`src/design/pidis_pkg.sv`:
```
// ----------------------------------------------------------------------------
// pidis_pkg: shared types and constants for the PID integral separation block
// Configuration record, multiplier request, register indexes and the reset
// values of the configuration registers.
// ----------------------------------------------------------------------------
package pidis_pkg;

  localparam int FRAC_BITS_DEF = 16;
  localparam int SUM_WIDTH_DEF = 48;

  localparam int APB_ADDR_W = 5;
  localparam int APB_DATA_W = 32;

  // Register indexes; register i sits at byte address 4*i.
  localparam int REG_IDX_W = APB_ADDR_W - 2;

  localparam logic [REG_IDX_W-1:0] REG_SETPOINT = REG_IDX_W'(0);
  localparam logic [REG_IDX_W-1:0] REG_GAIN_P   = REG_IDX_W'(1);
  localparam logic [REG_IDX_W-1:0] REG_GAIN_I   = REG_IDX_W'(2);
  localparam logic [REG_IDX_W-1:0] REG_GAIN_D   = REG_IDX_W'(3);
  localparam logic [REG_IDX_W-1:0] REG_MODE     = REG_IDX_W'(4);

  // Shared multiplier: a zero-extended 16-bit gain times a 34-bit signed operand.
  localparam int MUL_A_W = 17;
  localparam int MUL_B_W = 34;
  localparam int MUL_P_W = MUL_A_W + MUL_B_W;

  localparam logic signed [31:0] SETPOINT_RST = 32'sd2293760;
  localparam logic [15:0]        GAIN_P_RST   = 16'd6554;
  localparam logic [15:0]        GAIN_I_RST   = 16'd1638;
  localparam logic [15:0]        GAIN_D_RST   = 16'd6554;
  localparam logic               MODE_RST     = 1'b0;

  typedef struct packed {
    logic signed [31:0] setpoint;
    logic [15:0]        gain_p;
    logic [15:0]        gain_i;
    logic [15:0]        gain_d;
    logic               separation_mode;
  } cfg_t;

  typedef struct packed {
    logic                       en;
    logic signed [MUL_A_W-1:0]  a;
    logic signed [MUL_B_W-1:0]  b;
  } mul_req_t;

endpackage

```
`src/design/pidis_mul.sv`:
```
// ----------------------------------------------------------------------------
// pidis_mul: shared signed multiplier with registered product
// One product per cycle; the product register loads only when requested.
// ----------------------------------------------------------------------------
module pidis_mul (
  input  logic                                   clk_i,
  input  pidis_pkg::mul_req_t                    req_i,
  output logic signed [pidis_pkg::MUL_P_W-1:0]   p_o
);

  logic signed [pidis_pkg::MUL_A_W-1:0] op_a;
  logic signed [pidis_pkg::MUL_B_W-1:0] op_b;
  logic signed [pidis_pkg::MUL_P_W-1:0] p_d;
  logic signed [pidis_pkg::MUL_P_W-1:0] p_q;

  assign op_a = req_i.a;
  assign op_b = req_i.b;
  assign p_d  = pidis_pkg::MUL_P_W'(op_a) * pidis_pkg::MUL_P_W'(op_b);

  always_ff @(posedge clk_i) begin
    if (req_i.en) begin
      p_q <= p_d;
    end
  end

  assign p_o = p_q;

endmodule

```
`src/design/pidis_cfg.sv`:
```
// ----------------------------------------------------------------------------
// pidis_cfg: APB register file for setpoint, gains and separation mode
// Writes land at the access phase; reads return the register value.
// ----------------------------------------------------------------------------
module pidis_cfg (
  input  logic                                clk_i,
  input  logic                                rst_ni,
  input  logic                                psel,
  input  logic                                penable,
  input  logic                                pwrite,
  input  logic [pidis_pkg::APB_ADDR_W-1:0]    paddr,
  input  logic [pidis_pkg::APB_DATA_W-1:0]    pwdata,
  output logic [pidis_pkg::APB_DATA_W-1:0]    prdata,
  output logic                                pready,
  output pidis_pkg::cfg_t                     cfg_o
);

  localparam int IDX_W = pidis_pkg::REG_IDX_W;

  pidis_pkg::cfg_t  cfg_q;
  logic [IDX_W-1:0] reg_idx;
  logic             wr_en;

  assign reg_idx = paddr[pidis_pkg::APB_ADDR_W-1:2];
  assign pready  = 1'b1;
  assign wr_en   = psel && penable && pwrite && pready;

  always_ff @(posedge clk_i or negedge rst_ni) begin
    if (!rst_ni) begin
      cfg_q.setpoint        <= pidis_pkg::SETPOINT_RST;
      cfg_q.gain_p          <= pidis_pkg::GAIN_P_RST;
      cfg_q.gain_i          <= pidis_pkg::GAIN_I_RST;
      cfg_q.gain_d          <= pidis_pkg::GAIN_D_RST;
      cfg_q.separation_mode <= pidis_pkg::MODE_RST;
    end else if (wr_en) begin
      case (reg_idx)
        pidis_pkg::REG_SETPOINT: cfg_q.setpoint        <= pwdata[31:0];
        pidis_pkg::REG_GAIN_P:   cfg_q.gain_p          <= pwdata[15:0];
        pidis_pkg::REG_GAIN_I:   cfg_q.gain_i          <= pwdata[15:0];
        pidis_pkg::REG_GAIN_D:   cfg_q.gain_d          <= pwdata[15:0];
        pidis_pkg::REG_MODE:     cfg_q.separation_mode <= pwdata[0];
        default: ;
      endcase
    end
  end

  always_comb begin
    case (reg_idx)
      pidis_pkg::REG_SETPOINT:
        prdata = pidis_pkg::APB_DATA_W'(unsigned'(cfg_q.setpoint));
      pidis_pkg::REG_GAIN_P: prdata = pidis_pkg::APB_DATA_W'(cfg_q.gain_p);
      pidis_pkg::REG_GAIN_I: prdata = pidis_pkg::APB_DATA_W'(cfg_q.gain_i);
      pidis_pkg::REG_GAIN_D: prdata = pidis_pkg::APB_DATA_W'(cfg_q.gain_d);
      pidis_pkg::REG_MODE:   prdata = pidis_pkg::APB_DATA_W'(cfg_q.separation_mode);
      default:               prdata = '0;
    endcase
  end

  assign cfg_o = cfg_q;

endmodule

```
`src/design/pidis_core.sv`:
```
// ----------------------------------------------------------------------------
// pidis_core: sequencer and accumulator of the PID step
// Steps one item through error, integral, gain products and rounding,
// sharing a single multiplier.
// ----------------------------------------------------------------------------
module pidis_core #(
  parameter int FRAC_BITS = pidis_pkg::FRAC_BITS_DEF,
  parameter int SUM_WIDTH = pidis_pkg::SUM_WIDTH_DEF
) (
  input  logic                clk_i,
  input  logic                rst_ni,
  input  pidis_pkg::cfg_t     cfg_i,
  input  logic                in_valid_i,
  output logic                in_ready_o,
  input  logic signed [31:0]  measured_i,
  output logic                out_valid_o,
  input  logic                out_ready_i,
  output logic signed [31:0]  drive_o
);

  localparam int K_W    = 32 - FRAC_BITS;
  localparam int ACC_W  = 64;
  localparam int TERM_W = (SUM_WIDTH + 16 > 61) ? SUM_WIDTH + 16 : 61;

  localparam logic [15:0] BETA_030 = 16'd9830;
  localparam logic [15:0] BETA_060 = 16'd19661;
  localparam logic [15:0] BETA_090 = 16'd29491;
  localparam logic [15:0] BETA_ONE = 16'd32768;

  localparam logic [K_W-1:0] BAND_10 = K_W'(10);
  localparam logic [K_W-1:0] BAND_20 = K_W'(20);
  localparam logic [K_W-1:0] BAND_30 = K_W'(30);
  localparam logic [K_W-1:0] BAND_40 = K_W'(40);

  localparam logic [TERM_W-1:0]       TERM_LIMIT = TERM_W'(1) << 60;
  localparam logic [31:0]             BK_HALF    = 32'd16384;
  localparam logic signed [ACC_W-1:0] DRIVE_HALF = 64'sd16384;

  localparam logic signed [SUM_WIDTH-1:0] SUM_MAX = {1'b0, {(SUM_WIDTH-1){1'b1}}};
  localparam logic signed [SUM_WIDTH-1:0] SUM_MIN = {1'b1, {(SUM_WIDTH-1){1'b0}}};

  typedef enum logic [3:0] {
    S_IDLE,
    S_SUM,
    S_BK,
    S_PROP,
    S_DERIV,
    S_INT_LO,
    S_INT_HI,
    S_INT_ADD,
    S_OUT
  } state_e;

  state_e                       state_q;
  logic                         out_valid_q;
  logic signed [31:0]           drive_q;
  logic signed [31:0]           prev_q;
  logic signed [SUM_WIDTH-1:0]  sum_q;

  logic signed [31:0]           e_q;
  logic signed [32:0]           de_q;
  logic [15:0]                  bk_q;
  logic [SUM_WIDTH-1:0]         mag_q;
  logic                         neg_q;
  logic signed [ACC_W-1:0]      acc_q;
  logic [TERM_W-1:0]            term_q;

  logic signed [32:0]           err_diff;
  logic signed [31:0]           err_sat;
  logic [31:0]                  err_mag;
  logic [K_W-1:0]               band_k;
  logic [15:0]                  beta;
  logic signed [SUM_WIDTH:0]    sum_wide;
  logic signed [SUM_WIDTH-1:0]  sum_sat;
  logic [SUM_WIDTH-1:0]         sum_mag;
  logic signed [32:0]           de_diff;
  logic [31:0]                  bk_sum;
  logic [60:0]                  term_clamp;
  logic signed [ACC_W-1:0]      term_ext;
  logic signed [ACC_W-1:0]      round_sum;
  logic signed [ACC_W-1:0]      round_shr;
  logic signed [31:0]           drive_sat;
  logic signed [ACC_W-1:0]      prod_ext;
  logic                         out_load;

  pidis_pkg::mul_req_t                    mul_req;
  logic signed [pidis_pkg::MUL_P_W-1:0]   prod;

  pidis_mul u_mul (
    .clk_i (clk_i),
    .req_i (mul_req),
    .p_o   (prod)
  );

  // Error, saturated to 32 bits.
  assign err_diff = 33'(cfg_i.setpoint) - 33'(measured_i);
  always_comb begin
    if (err_diff[32] != err_diff[31]) begin
      err_sat = err_diff[32] ? 32'sh8000_0000 : 32'sh7fff_ffff;
    end else begin
      err_sat = err_diff[31:0];
    end
  end

  // Band selection on the integer part of |e|; first match wins.
  assign err_mag = e_q[31] ? (~e_q + 32'd1) : e_q;
  assign band_k  = err_mag[31:FRAC_BITS];
  always_comb begin
    if (!cfg_i.separation_mode) begin
      beta = BETA_ONE;
    end else if (band_k >= BAND_30 && band_k <= BAND_40) begin
      beta = BETA_030;
    end else if (band_k >= BAND_20 && band_k <= BAND_30) begin
      beta = BETA_060;
    end else if (band_k >= BAND_10 && band_k <= BAND_20) begin
      beta = BETA_090;
    end else begin
      beta = BETA_ONE;
    end
  end

  // Saturating integral update.
  assign sum_wide = (SUM_WIDTH+1)'(sum_q) + (SUM_WIDTH+1)'(e_q);
  always_comb begin
    if (sum_wide[SUM_WIDTH] != sum_wide[SUM_WIDTH-1]) begin
      sum_sat = sum_wide[SUM_WIDTH] ? SUM_MIN : SUM_MAX;
    end else begin
      sum_sat = sum_wide[SUM_WIDTH-1:0];
    end
  end

  assign sum_mag  = sum_q[SUM_WIDTH-1] ? (~sum_q + SUM_WIDTH'(1)) : sum_q;
  assign de_diff  = 33'(e_q) - 33'(prev_q);
  assign bk_sum   = prod[31:0] + BK_HALF;
  assign prod_ext = ACC_W'(prod);

  // Integral term magnitude limited to 2^60.
  assign term_clamp = (term_q > TERM_LIMIT) ? TERM_LIMIT[60:0] : term_q[60:0];
  assign term_ext   = signed'({3'b000, term_clamp});

  // Round half up at Q15, then saturate to 32 bits.
  assign round_sum = acc_q + DRIVE_HALF;
  assign round_shr = round_sum >>> 15;
  always_comb begin
    if (round_shr[ACC_W-1:31] == '0 || round_shr[ACC_W-1:31] == '1) begin
      drive_sat = round_shr[31:0];
    end else begin
      drive_sat = round_shr[ACC_W-1] ? 32'sh8000_0000 : 32'sh7fff_ffff;
    end
  end

  // Operand selection for the shared multiplier.
  always_comb begin
    mul_req.en = 1'b0;
    mul_req.a  = '0;
    mul_req.b  = '0;
    case (state_q)
      S_SUM: begin
        mul_req.en = 1'b1;
        mul_req.a  = {1'b0, cfg_i.gain_i};
        mul_req.b  = pidis_pkg::MUL_B_W'(beta);
      end
      S_BK: begin
        mul_req.en = 1'b1;
        mul_req.a  = {1'b0, cfg_i.gain_p};
        mul_req.b  = pidis_pkg::MUL_B_W'(e_q);
      end
      S_PROP: begin
        mul_req.en = 1'b1;
        mul_req.a  = {1'b0, cfg_i.gain_d};
        mul_req.b  = pidis_pkg::MUL_B_W'(de_q);
      end
      S_DERIV: begin
        mul_req.en = 1'b1;
        mul_req.a  = {1'b0, bk_q};
        mul_req.b  = pidis_pkg::MUL_B_W'(32'(mag_q));
      end
      S_INT_LO: begin
        mul_req.en = 1'b1;
        mul_req.a  = {1'b0, bk_q};
        mul_req.b  = pidis_pkg::MUL_B_W'(32'(mag_q >> 32));
      end
      default: ;
    endcase
  end

  assign out_load = !out_valid_q || out_ready_i;

  // Control, architectural state and the output register.
  always_ff @(posedge clk_i or negedge rst_ni) begin
    if (!rst_ni) begin
      state_q     <= S_IDLE;
      out_valid_q <= 1'b0;
      drive_q     <= '0;
      prev_q      <= '0;
      sum_q       <= '0;
    end else begin
      // The final step sets the valid flag itself when it reloads the register.
      if (out_valid_q && out_ready_i && state_q != S_OUT) begin
        out_valid_q <= 1'b0;
      end
      case (state_q)
        S_IDLE: begin
          if (in_valid_i) begin
            state_q <= S_SUM;
          end
        end
        S_SUM: begin
          prev_q  <= e_q;
          sum_q   <= sum_sat;
          state_q <= S_BK;
        end
        S_BK:      state_q <= S_PROP;
        S_PROP:    state_q <= S_DERIV;
        S_DERIV:   state_q <= S_INT_LO;
        S_INT_LO:  state_q <= S_INT_HI;
        S_INT_HI:  state_q <= S_INT_ADD;
        S_INT_ADD: state_q <= S_OUT;
        S_OUT: begin
          if (out_load) begin
            drive_q     <= drive_sat;
            out_valid_q <= 1'b1;
            state_q     <= S_IDLE;
          end
        end
        default: state_q <= S_IDLE;
      endcase
    end
  end

  // Working registers of the current item.
  always_ff @(posedge clk_i) begin
    case (state_q)
      S_IDLE: begin
        if (in_valid_i) begin
          e_q <= err_sat;
        end
      end
      S_SUM: de_q <= de_diff;
      S_BK: begin
        bk_q  <= bk_sum[30:15];
        mag_q <= sum_mag;
        neg_q <= sum_q[SUM_WIDTH-1];
      end
      S_PROP:    acc_q  <= prod_ext;
      S_DERIV:   acc_q  <= acc_q + prod_ext;
      S_INT_LO:  term_q <= TERM_W'(prod[47:0]);
      S_INT_HI:  term_q <= term_q + (TERM_W'(prod[47:0]) << 32);
      S_INT_ADD: acc_q  <= neg_q ? (acc_q - term_ext) : (acc_q + term_ext);
      default: ;
    endcase
  end

  assign in_ready_o  = (state_q == S_IDLE);
  assign out_valid_o = out_valid_q;
  assign drive_o     = drive_q;

endmodule

```
`src/design/pid_integral_separation.sv`:
```
// ----------------------------------------------------------------------------
// pid_integral_separation: positional PID step with integral separation
// Signed Q16.16 controller; one drive value for each measured value.
// ----------------------------------------------------------------------------
// Usage:
// Each item on the input channel (in_valid_i/in_ready_o, measured_i) is one
// measured process value. The block forms the error against the setpoint,
// adds it to a saturating integral, and returns one drive item on the output
// channel (out_valid_o/out_ready_i, drive_o).
// A single 17x34-bit multiplier forms, one after another, the integral weight,
// the proportional and derivative products and the two halves of the integral
// product, so the block takes no new item until the current one's result is
// registered; the next item is accepted once the sequencer is back in idle.
// The result sits in an output register; a new item is accepted while it
// waits. If the receiver stalls, the following item finishes its arithmetic
// and then holds in its last step until the output register is free.
// pready is always high. Reset clears the previous error and the integral and
// loads the register defaults (setpoint 35.0, gains 0.2, 0.05, 0.2, banding
// off). Write the APB port only while the block is idle; nothing enforces it.
// ----------------------------------------------------------------------------
module pid_integral_separation #(
  parameter int FRAC_BITS = pidis_pkg::FRAC_BITS_DEF,
  parameter int SUM_WIDTH = pidis_pkg::SUM_WIDTH_DEF
) (
  input  logic                               clk_i,
  input  logic                               rst_ni,
  input  logic                               psel,
  input  logic                               penable,
  input  logic                               pwrite,
  input  logic [pidis_pkg::APB_ADDR_W-1:0]   paddr,
  input  logic [pidis_pkg::APB_DATA_W-1:0]   pwdata,
  output logic [pidis_pkg::APB_DATA_W-1:0]   prdata,
  output logic                               pready,
  input  logic                               in_valid_i,
  output logic                               in_ready_o,
  input  logic signed [31:0]                 measured_i,
  output logic                               out_valid_o,
  input  logic                               out_ready_i,
  output logic signed [31:0]                 drive_o
);

  pidis_pkg::cfg_t cfg;

  // Configuration registers.
  pidis_cfg u_cfg (
    .clk_i   (clk_i),
    .rst_ni  (rst_ni),
    .psel    (psel),
    .penable (penable),
    .pwrite  (pwrite),
    .paddr   (paddr),
    .pwdata  (pwdata),
    .prdata  (prdata),
    .pready  (pready),
    .cfg_o   (cfg)
  );

  // Sequencer, shared multiplier and output register.
  pidis_core #(
    .FRAC_BITS (FRAC_BITS),
    .SUM_WIDTH (SUM_WIDTH)
  ) u_core (
    .clk_i       (clk_i),
    .rst_ni      (rst_ni),
    .cfg_i       (cfg),
    .in_valid_i  (in_valid_i),
    .in_ready_o  (in_ready_o),
    .measured_i  (measured_i),
    .out_valid_o (out_valid_o),
    .out_ready_i (out_ready_i),
    .drive_o     (drive_o)
  );

  // Once an item is taken, the block stays busy through its whole sequence.
  a_busy_after_accept: assert property (@(posedge clk_i) disable iff (!rst_ni)
    in_valid_i && in_ready_o |=> !in_ready_o)
    else $error("input accepted again right after an item was taken");

  a_busy_full_sequence: assert property (@(posedge clk_i) disable iff (!rst_ni)
    in_valid_i && in_ready_o |-> ##8 !in_ready_o)
    else $error("item sequence ended before its last step");

  // A new result only appears as the sequencer returns to idle.
  a_result_at_finish: assert property (@(posedge clk_i) disable iff (!rst_ni)
    $rose(out_valid_o) |-> $rose(in_ready_o))
    else $error("result appeared outside the final step");

  // After a result is taken, valid stays high only if a new result was loaded.
  a_no_repeat: assert property (@(posedge clk_i) disable iff (!rst_ni)
    out_valid_o && out_ready_i |=> !out_valid_o || in_ready_o)
    else $error("result held after it was taken");

endmodule

```
`config.mk`:
```
export PLATFORM = sky130hd
export DESIGN_NAME = pid_integral_separation
export DESIGN_NICKNAME = d
export VERILOG_FILES = /design/src/design/pidis_pkg.sv /design/src/design/pidis_mul.sv /design/src/design/pidis_cfg.sv /design/src/design/pidis_core.sv /design/src/design/pid_integral_separation.sv
export SDC_FILE = /design/constraint.sdc
export NUM_CORES = 2
export LEC_CHECK = 0
export ABC_AREA = 0
export BUFFER_PORTS_ARGS = -buffer_cell sky130_fd_sc_hd__buf_2
export CORE_MARGIN = 2
export CORE_UTILIZATION = 50
export DETAILED_ROUTE_END_ITERATION = 7
export PLACE_DENSITY_LB_ADDON = 0.12
export SETUP_SLACK_MARGIN = 0.02
export SKIP_LAST_GASP = 1
export SYNTH_ARGS = -nofsm -noshare
export SYNTH_HDL_FRONTEND = slang
export SYNTH_SLANG_ARGS = --single-unit
```
`constraint.sdc`:
```
create_clock -name clk_i -period 14.7 [get_ports clk_i]
set_clock_uncertainty 0.15 [all_clocks]
set_input_delay 1.47 -clock clk_i [delete_from_list [all_inputs] [get_ports clk_i]]
set_output_delay 1.47 -clock clk_i [all_outputs]
set_load 0.01 [all_outputs]
```
==> results.tsv <==
metric	value	unit
number of enable-type register cells in the synthesized netlist	309	
Die Width	337	um
Crit Reg-Reg Endpoint	u_core.u_mul.p_o[50]$_DFFE_PN_	
synthesized area per cell	8.84	um2
synthesized netlist net count	7189	
Critical Path Max Stage Delay	0.68	ns
pins over their slew limit	0	
TritonCTS clock tree	done	
Final #Nets	7172	
Clk pin slew, worst setup/hold paths	0.06	ns
most area-consuming cells after synthesis	sky130_fd_sc_hd__fa_1, sky130_fd_sc_hd__edfxtp_1, sky130_fd_sc_hd__dfrtp_1	
Critical Path Fanout Max	13	
number of antenna violations at the first check in global routing	5	
critical path data arrival time	11.30	ns
Vias	45900	
pin slew with the least headroom to its limit	1.38	ns
sum of negative setup slack	0	ns
Gates resized, CTS repair	0	
vertical die dimension	337	um
Syn Std Cell Area	0.0554	mm2
status	finished, final reports clean	
global placer's final weighted congestion	0.942	
standard cell with the maximum stage delay on the critical path	sky130_fd_sc_hd__edfxtp_1	
list of most frequent post-synthesis cells	sky130_fd_sc_hd__nand2_1, sky130_fd_sc_hd__inv_1, sky130_fd_sc_hd__fa_1	
per-cell routed wire length	22.4	um
Ys Warns	0	
post-CTS setup repair buffer count	0	
grt total ovfl	0	
endpoints failing hold	0	
number of cell rows	122	
clock latency reported for the late side of the worst-skew pair	0.70	ns
buffer levels on the longest clock path	3	
Max transition margin	7.05	%
HPWL Detailed	134	mm
Netlist cell types	85	
GR Layer Usage met1	39.3	%
synthesized flop and latch total	507	
# Max-Cap Violations	0	
maximum number of pins on one net before global-route repair	100	
most frequent cell after synthesis	sky130_fd_sc_hd__nand2_1	
core area	0.110	mm2
Clock Tree Root	sky130_fd_sc_hd__clkbuf_16	
share of layout cells above drive strength 1	7.98	%
global-route track usage on met3	3.70	%
category of cells accounting for the largest share of critical-path delay	adder cells	
reg2reg setup slack	3.67	ns
Tot GR Track Use	31.0	%
final worst path period need	11.03	ns
Synth Instances	6269	
number of remaining DRC errors	0	
Crit Reg-Reg Startpoint	u_core.e_q[14]$_DFFE_PP_	
most frequent cell on the critical path	sky130_fd_sc_hd__fa_1	
dominant cell type by area after synthesis	sky130_fd_sc_hd__fa_1	
Max Fclk	90.7	MHz
Worst Hold Depth	2	
Detail Route Antenna Nets	0	
register area share after synthesis	25.7	%
setup repair after global routing missed its margin	no	
worst-case hold path end point	u_core.prev_q[0]$_DFFE_PN0P_	
vias per cell	5.89	
Post-CTS Hold Buffers	0	
number of primary I/O pins	143	
vias in the first global route	46300	
Worst Path Required	14.97	ns
FFs w/ async S/R, synth	39.1	%
number of H-tree levels	2	
Die Footprint	0.114	mm2
Finish-stage setup viols	0	
R2R depth	30	
wire length of the first global-routing pass	270	mm
HP Class	reg2reg	
met2 track demand over resource	52.9	%
Routed Wire Length	175	mm
primary flip-flop cell chosen by synthesis mapping	sky130_fd_sc_hd__edfxtp_1	
Num CTS Buffers	59	
most utilized layer in the global route result	met2	
kind of critical path	reg2reg	
iteration count of the initial detailed-routing pass	7	
Buffers on Ports	139	
Tcrit/Tclk final	75.0	%
Sink Count	507	
Iter 0 DRT Violations	3660	
synthesis-to-finish area growth	7.55	%
share of the synthesized area in the top cell type	18.5	%
critical path startpoint category	flip-flop	
Buffers & Inverters on Critical Path	3	
type of destination of the critical path	flip-flop	
Min-Delay Startpoint	u_core.prev_q[0]$_DFFE_PN0P_	
starting density of the core	50.2	%
[placed cells by master (no fill, tap or decap), types with 75 or more instances in the layout]
cell                       netlist  final
sky130_fd_sc_hd__xnor2_1       267    267
sky130_fd_sc_hd__dfrtp_1       175    175
sky130_fd_sc_hd__o21ai_0       338    338
sky130_fd_sc_hd__nand4_1        79     79
sky130_fd_sc_hd__a31oi_1        88     87
sky130_fd_sc_hd__buf_2           0    138
sky130_fd_sc_hd__edfxtp_1      309    309
sky130_fd_sc_hd__a21oi_1       363    362
sky130_fd_sc_hd__nand3_1       109    109
sky130_fd_sc_hd__a21o_1        139    139
sky130_fd_sc_hd__fa_1          512    512
sky130_fd_sc_hd__mux2_2         83     83
sky130_fd_sc_hd__xor2_1        143    143
sky130_fd_sc_hd__nor3_1        145    140
sky130_fd_sc_hd__and2_1         89     88
sky130_fd_sc_hd__ha_1          332    332
sky130_fd_sc_hd__nand2_1       766    766
sky130_fd_sc_hd__buf_4           2     75
sky130_fd_sc_hd__inv_1         738    737
sky130_fd_sc_hd__nor2_1        481    475
[layout make-up]
| class | count | area, um2 |
|---|---|---|
| repair buffers | 214 | 1270 |
| fillers | 10300 | 50700 |
| multi-input cells | 4732 | 37500 |
| diodes | 2 | 5.00 |
| flip-flops and latches | 507 | 14300 |
| clock inverters | 32 | 399 |
| well taps | 1488 | 1860 |
| inverters | 738 | 2770 |
| clock buffers | 77 | 1600 |
[logic make-up after synthesis]
logic type | after synthesis | synth area share [%]
xor+xnor | 410 | 6.48
compound gates | 1353 | 15.3
fa+ha+maj | 858 | 26.2
simple gates | 2004 | 16.8
other cells | 1 | 0.00676
buf+inv | 1030 | 6.99
flops | 507 | 25.7
mux | 106 | 2.46
[through the flow]
stage / util [%] / setup slack, ns / cell area (um2) / std cells / hold slack [ns]
after floorplan: - / 4.29 / 55400 / 6269 / 0.304
after global placement: 52.2 / 3.90 / 57600 / 7679 / 0.318
after detailed placement: 52.2 / 3.87 / 57600 / 7679 / 0.331
after CTS: 54.0 / 3.86 / 59600 / 7788 / 0.344
after global routing: 54.0 / 2.80 / 59600 / 7789 / 0.368
final: 54.0 / 3.67 / 59600 / 7790 / 0.340
[flip-flops by register name, indices dropped and copies added (netlist names)]
register / flops
u_core.drive_o: 32
u_core.u_mul.p_o: 51
u_core.neg_q: 1
u_core.de_q: 33
u_core.prev_q: 32
u_core.term_q: 64
u_core.state_q: 4
u_core.acc_q: 64
u_core.sum_q: 48
u_cfg.cfg_o: 81
u_core.out_valid_o: 1
u_core.mag_q: 48
u_core.e_q: 32
u_core.bk_q: 16
[how the worst max path moves through the flow]
stage | from | to | slack, ns | depth (start not counted)
CTS | u_core.e_q[14]$_DFFE_PP_ | u_core.u_mul.p_o[49]$_DFFE_PN_ | 3.86 | 29
global placement | u_core.e_q[14]$_DFFE_PP_ | u_core.u_mul.p_o[50]$_DFFE_PN_ | 3.90 | 29
global route | u_core.e_q[14]$_DFFE_PP_ | u_core.u_mul.p_o[41]$_DFFE_PN_ | 2.80 | 30
floorplan | u_core.state_q[0]$_DFFE_PN0P_ | u_core.u_mul.p_o[50]$_DFFE_PN_ | 4.29 | 31
detailed placement | u_core.e_q[14]$_DFFE_PP_ | u_core.u_mul.p_o[50]$_DFFE_PN_ | 3.87 | 30
finish | u_core.e_q[14]$_DFFE_PP_ | u_core.u_mul.p_o[50]$_DFFE_PN_ | 3.67 | 30
[per-layer routing]
metal / up-vias / part of all wire, %
met5: - / 0
met4: 0 / 5.1
met2: 1490 / 48
met1: 22600 / 41
li1: 21400 / -
met3: 397 / 5.5
[worst min-delay path, stage by stage (launching register included)]
cell and delay (ns):
sky130_fd_sc_hd__dfrtp_1 0.35, sky130_fd_sc_hd__nand2_1 0.05, sky130_fd_sc_hd__o21ai_0 0.06
Power is not shown: default switching activity piles up to over one toggle a cycle in this logic, so the estimate is an artifact.
